**config.mk**
```make
export PLATFORM = sky130hd
export DESIGN_NAME = pnq_ptr_ram
export DESIGN_NICKNAME = d
export VERILOG_FILES = /design/src/sv/assert_macros.svh /design/src/sv/pnq_ptr_ram.sv
export SDC_FILE = /design/constraint.sdc
export NUM_CORES = 2
export LEC_CHECK = 0
export BUFFER_PORTS_ARGS = -buffer_cell sky130_fd_sc_hd__buf_2
export CORE_ASPECT_RATIO = 1.75
export CORE_MARGIN = 8
export CORE_UTILIZATION = 62
export CTS_CLUSTER_DIAMETER = 150
export DETAILED_ROUTE_END_ITERATION = 16
export GPL_TIMING_DRIVEN = 1
export PLACE_DENSITY = 0.78
export SLEW_MARGIN = 20
export SYNTH_ARGS = -nofsm -noshare
export SYNTH_HDL_FRONTEND = slang
export SYNTH_SLANG_ARGS = --single-unit
```
**constraint.sdc**
```tcl
create_clock -name clk -period 7 [get_ports clk]
set_input_delay 0 -clock clk [delete_from_list [all_inputs] [get_ports clk]]
set_output_delay 0 -clock clk [all_outputs]
set_load 0.02 [all_outputs]
```
**src/sv/assert_macros.svh**
```systemverilog
// ----------------------------------------------------------------------------
// assertion macros
// shared concurrent assertion forms, sampled on clk, off during reset
// ----------------------------------------------------------------------------
`ifndef ASSERT_MACROS_SVH
`define ASSERT_MACROS_SVH

// condition holds at every edge
`define ASSERT_ALWAYS(label, cond, msg) \
	label: assert property (@(posedge clk) disable iff (!arst_n) (cond)) else $error(msg);

// antecedent implies consequent in the same cycle
`define ASSERT_IMPL(label, ante, cons, msg) \
	label: assert property (@(posedge clk) disable iff (!arst_n) (ante) |-> (cons)) \
		else $error(msg);

`endif

```
**src/sv/pnq_ptr_ram.sv**
```systemverilog
// ----------------------------------------------------------------------------
// pnq_ptr_ram
// per-node queue pointer memory, one entry per node, with valid bits so that
// an entry never written reads as an empty queue
// ----------------------------------------------------------------------------
module pnq_ptr_ram #(
	parameter int NODE_COUNT = 240,
	parameter int ENTRY_W    = 10,
	localparam int AW        = (NODE_COUNT > 1) ? $clog2(NODE_COUNT) : 1
) (
	input  logic               clk,
	input  logic               arst_n,
	input  logic               re,
	input  logic [AW-1:0]      raddr,
	output logic [ENTRY_W-1:0] rdata,
	input  logic               we,
	input  logic [AW-1:0]      waddr,
	input  logic [ENTRY_W-1:0] wdata
);

	logic [ENTRY_W-1:0]    mem [NODE_COUNT];
	logic [NODE_COUNT-1:0] vld_q;
	logic [ENTRY_W-1:0]    rmem_q;
	logic                  rvld_q;

	always_ff @(posedge clk) begin
		if (we) begin
			mem[waddr] <= wdata;
		end
		if (re) begin
			rmem_q <= mem[raddr];
		end
	end

	always_ff @(posedge clk or negedge arst_n) begin
		if (!arst_n) begin
			vld_q  <= '0;
			rvld_q <= 1'b0;
		end else begin
			if (we) begin
				vld_q[waddr] <= 1'b1;
			end
			if (re) begin
				rvld_q <= vld_q[raddr];
			end
		end
	end

	assign rdata = rvld_q ? rmem_q : '0;

endmodule

```
# After elaboration in Yosys (flattened, before gate mapping)
# Memory sizes are Yosys's and may differ from the RTL's. A register that Yosys moved wholly into a read port is not among the register bits.
# Cells that the tools add are included.
# totals
ramBits	2400
regBits	241
mem_count	1
elab_cells	15
# classes
order_cmp	3
n_mux	7
n_bitwise	1
n_reduce_logical	1
# mem_list
memory	words	width	rd	rd_clocked_by_memory_dff	wr	line	source
mem	240	10	1	1	1	pnq_ptr_ram.sv:21	logic [ENTRY_W-1:0] mem [NODE_COUNT];
# ops
cell	count
240-bit OR	1
8-bit by 9-bit less-than comparator with 1-bit output (second input constant)	2
10-bit 2-to-1 mux	1
1-bit binary-select mux with 8-bit select	1
1-bit demux with 8-bit select	1
8-bit by 1-bit greater-or-equal comparator with 1-bit output (second input constant)	1
1-bit 2-to-1 mux	4
1-bit logical AND	1

# Depth between registers and ports, before layout
# logic_depth
ltp_word	5
ltp_mapped	15
mapped_depth_nobuf	8

# Least setup slack after synthesis
# OpenSTA, ideal clock, no wires.
# synth_path
path_type	input to register
startpoint	input port raddr[0]
endpoint	register rmem_q[8], read port of mem (data pin)
n_path_buf	5
setup_time_ps	270
t_required_ps	6730
path_stages	10
setup_slack_ps	4566
arrival_ps	2164
cell_sequence	buf_6 > buf_6 > buf_6 > buf_4 > buf_2 > mux4_2 > a221oi_1 > o21ai_0 > a211oi_1 > o32ai_1
# synth_lines
element	line	source
start: declaration	pnq_ptr_ram.sv:14	input logic [AW-1:0] raddr,
end: declaration	pnq_ptr_ram.sv:23	logic [ENTRY_W-1:0] rmem_q;

# Worst setup path after layout
# layout_path
startpoint	input port raddr[0]
endpoint	register rvld_q
# layout_between
elab_chain_cells	2
# layout_rtl
element	line	source
1-bit binary-select mux with 8-bit select	pnq_ptr_ram.sv:44	rvld_q <= vld_q[raddr];
1-bit 2-to-1 mux (not written as such)	pnq_ptr_ram.sv:44	
end signal: assignment	pnq_ptr_ram.sv:44	
end: declaration	pnq_ptr_ram.sv:24	logic rvld_q;
# Every way passes these cells. The select of a mux whose other input is x is not followed.
# A chain may end at the register's enable or synchronous reset.

==> Implementation_results.wiki <==
{| class="wikitable"
! Metric !! Value
|-
| Starting utilization of the core area || 62.1%
|-
| Die extent in y || ~560 um
|-
| Non-filler cells, final || 7389
|-
| Placer Congestion || 0.911
|-
| Overall die width || approximately 320 um
|-
| Tmin final || 3.86 ns
|-
| Dominant cells by area after synthesis || sky130_fd_sc_hd__edfxtp_1, sky130_fd_sc_hd__mux4_2, sky130_fd_sc_hd__dfrtp_1
|-
| Crit path capture type || register
|-
| Number of cells upsized or downsized after cts || 0
|-
| All-Layer GR Usage || 30.4%
|-
| Most used standard cells in the synthesized netlist || sky130_fd_sc_hd__edfxtp_1, sky130_fd_sc_hd__mux4_2, sky130_fd_sc_hd__nor2_1
|-
| # Max-Cap Violations || 0
|-
| Pwr Total || between 30000 and 40000 uW
|-
| Insertion delay of the later-clocked pin in the worst-skew pair || 0.86 ns
|-
| Number of max-slew violations in the final report || 0
|-
| Length of the first detailed-routing pass in iterations || 8
|-
| Area of the die || 180000 um^2
|-
| ANT nets after route || 0
|-
| Maximum number of buffers from clock root to sink || 4
|-
| Number of nets produced by synthesis || 4882
|-
| Violation count after the first detailed-routing iteration || 7203
|-
| Detail Placement HPWL || 164 mm
|-
| Internal power || 24900 uW
|-
| Count of input and output buffers || 39
|-
| Final worst-path cycle share || 55.2%
|-
| Classification of the worst-slack hold path || input pin to register
|-
| Ys async rst share || approximately 9.1%
|-
| Pre-CTS setup slack || 2.31 ns
|-
| Number of different library cells in the post-synthesis netlist || 61
|-
| Top cell type by total area after synthesis || sky130_fd_sc_hd__edfxtp_1
|-
| Worst-case setup margin in the final layout || 3.14 ns
|-
| Count of unresolved DRC violations after routing || 0
|-
| Area of the core region || 166000 um^2
|-
| Setup repair after global routing missed its margin || false
|-
| DP Cell Count || 6961
|-
| Via count || 51800
|-
| Data arrival at the endpoint of the critical path || 4.61 ns
|-
| Outcome || finished clean
|-
| Crit path kind || input pin to register
|-
| Total wirelength of the detailed-routed design || 273 mm
|-
| Avg Synthesized Cell Area || ~21 um^2
|-
| Switching share of total power || 21.3%
|-
| Antenna violations before repair || 12
|-
| Number of fill cells || between 9000 and 10000
|-
| CTS HTree Levels || 4
|-
| Worst hold slack || 0.0315 ns
|-
| Cell Area, Synth || 103000 um^2
|-
| Leftover overflow at the end of global routing || 0
|-
| Pwr/cell area || 279 nW/um^2
|-
| Flops & latches, synth || 2651
|-
| Post-layout nets || 5027
|-
| Routed wire length per instance || 36.9 um
|-
| TritonCTS clock tree || built
|-
| Largest fanout on the critical path || 68
|-
| Most instantiated library cell after synthesis || sky130_fd_sc_hd__edfxtp_1
|-
| Slew headroom || 18.7%
|-
| Vias in the first global route || approximately 53000
|-
| Clock buffers created by TritonCTS || roughly 220
|-
| Kind of start point of the critical path || input pin
|-
| Number of vias per cell after detailed routing || 7.01
|-
| Endpoints failing hold || 0
|-
| Share of post-route cells with drive strength above 1 || 30.1%
|-
| Logic gate share of total power || 5.7%
|-
| Clock Pin Slew Worst Setup and Hold Paths || 0.07 ns
|-
| Post-synthesis sequential area ratio || 76.2%
|-
| Ports placed on the boundary || 40
|-
| Highest clock rate || 259 MHz
|-
| Placement row count || 198
|-
| Layout overhead on the synthesized area || 10.1%
|-
| Synth top area share || a little over two thirds
|-
| Final setup vio count || 0
|-
| Clk root buf || sky130_fd_sc_hd__clkbuf_16
|-
| Switching power of the nets || 6730 uW
|-
| Post-Syn Instances || 4852
|-
| Worst slew pin tran || 1.21 ns
|-
| Proportion of power drawn by the clock network || 39.0%
|-
| Syn. warnings || 0
|-
| Data required time of the worst path || 7.75 ns
|-
| Leakage || 0.0375 uW
|-
| Predominant post-synthesis flop cell || sky130_fd_sc_hd__edfxtp_1
|-
| Max IR drop VDD || 0.200 mV
|-
| Number of enable flip-flop cells after synthesis || 2410
|-
| Portion of total power attributed to sequential cells || approximately 55%
|-
| Sinks on the clock net || ~2700
|-
| Clock Skews || 0.0568 ns
|-
| Maximum number of pins on one net before global-route repair || 154
|-
| Wire length of the first global-routing pass || 386 mm
|-
| Fin Setup TNS || 0 ns
|}
cells by family after synthesis:
kind of cell	synth area share, %
flip-flops	76.2
AND/OR/NAND/NOR	3.73
AO/OA/AOI/OAI	1.85
multiplexers	16.6
buffers and inverters	1.63
routing by layer:
metal | routed length [um] | vias up | global-route usage [%]
met5 | 28 | - | 0
met2 | 137000 | 3556 | 50.4
met1 | 85500 | 27100 | 35.8
li1 | - | 20200 | -
met4 | 24300 | 4 | 21.4
met3 | 25800 | 969 | 5.89
repair_timing:
action / 4_1_cts / 5_1_grt
hold buffers: 19 / 0
buffers inserted: 0 / 0
hold endpoints to repair: 1071 / 0
cell usage in the layout, fill, tap and decap left out, types with 17 or more instances in the layout:
| cell | Yosys | layout |
|---|---|---|
| sky130_fd_sc_hd__a22oi_1 | 58 | 58 |
| sky130_fd_sc_hd__o21ai_0 | 39 | 38 |
| sky130_fd_sc_hd__mux4_2 | 679 | 679 |
| sky130_fd_sc_hd__buf_4 | 26 | 132 |
| sky130_fd_sc_hd__clkbuf_16 | 0 | 219 |
| sky130_fd_sc_hd__dlygate4sd3_1 | 0 | 18 |
| sky130_fd_sc_hd__clkbuf_8 | 0 | 27 |
| sky130_fd_sc_hd__clkbuf_1 | 107 | 52 |
| sky130_fd_sc_hd__or2_2 | 242 | 242 |
| sky130_fd_sc_hd__nand2_1 | 122 | 122 |
| sky130_fd_sc_hd__a221oi_1 | 25 | 25 |
| sky130_fd_sc_hd__mux2i_1 | 174 | 174 |
| sky130_fd_sc_hd__nand3_1 | 50 | 46 |
| sky130_fd_sc_hd__clkinv_1 | 1 | 18 |
| sky130_fd_sc_hd__buf_2 | 64 | 23 |
| sky130_fd_sc_hd__nor2_2 | 0 | 100 |
| sky130_fd_sc_hd__a21oi_1 | 45 | 45 |
| sky130_fd_sc_hd__edfxtp_1 | 2410 | 2410 |
| sky130_fd_sc_hd__bufinv_16 | 0 | 24 |
| sky130_fd_sc_hd__nor2_1 | 282 | 181 |
| sky130_fd_sc_hd__clkinv_2 | 0 | 42 |
| sky130_fd_sc_hd__and2_1 | 18 | 17 |
| sky130_fd_sc_hd__dfrtp_1 | 241 | 241 |
power groups by stage:
| stage | clock (uW) | combinational (uW) | sequential (uW) |
|---|---|---|---|
| finish | 12400 | 1810 | 17500 |
| global route | 12900 | 1860 | 17500 |
| CTS | 12400 | 1790 | 17500 |
| detailed placement | 0 | 1760 | 17800 |
| global placement | 0 | 1720 | 17800 |
| floorplan | 0 | 1000 | 17800 |
final cells by class:
cell class,count,area [um^2],area share [%]
sequential,2651,78400,69.2
multi-input combinational,1918,23200,20.4
clock buffer,292,5960,5.26
tap,2200,2750,2.43
timing repair buffer,204,1820,1.60
clock inverter,104,1170,1.03
inverter,7,33.8,0.0298
antenna,13,32.5,0.0287
registers in the layout, summed over array words and instances, names as in the netlist:
name / cells
vld_q: 240
rmem_q: 10
mem: 2400
rvld_q: 1
stage by stage:
stage,util (%),instance area [um^2]
finish,68.4,113000
global route,68.4,113000
CTS,68.3,113000
detailed placement,63.9,106000
global placement,63.8,106000
floorplan,-,103000
worst max-delay path: stages:
cell	delay, ns
sky130_fd_sc_hd__buf_8	0.59
sky130_fd_sc_hd__buf_4	0.65
sky130_fd_sc_hd__mux4_2	0.57
sky130_fd_sc_hd__a22o_1	0.24
sky130_fd_sc_hd__a221oi_1	0.84
sky130_fd_sc_hd__o22ai_1	0.45
sky130_fd_sc_hd__nor4_1	0.61
sky130_fd_sc_hd__nor2_1	0.09
sky130_fd_sc_hd__a311o_1	0.37
worst paths after layout:
kind / start / endpoint / slack (ns) / cells after the start
setup / recovery: raddr[0] / rvld_q / 3.14 / 9
hold / removal: wdata[3] / mem[62][3] / 0.03 / 1
setup reg to reg: vld_q[91] / rvld_q / 3.41 / 7
hold reg to reg: vld_q[46] / vld_q[46] / 0.47 / 1
max in group asynchronous: arst_n / vld_q[174] / 5.74 / 4
min in group asynchronous: arst_n / vld_q[217] / 0.32 / 4
(Power assumes the default switching activity.)
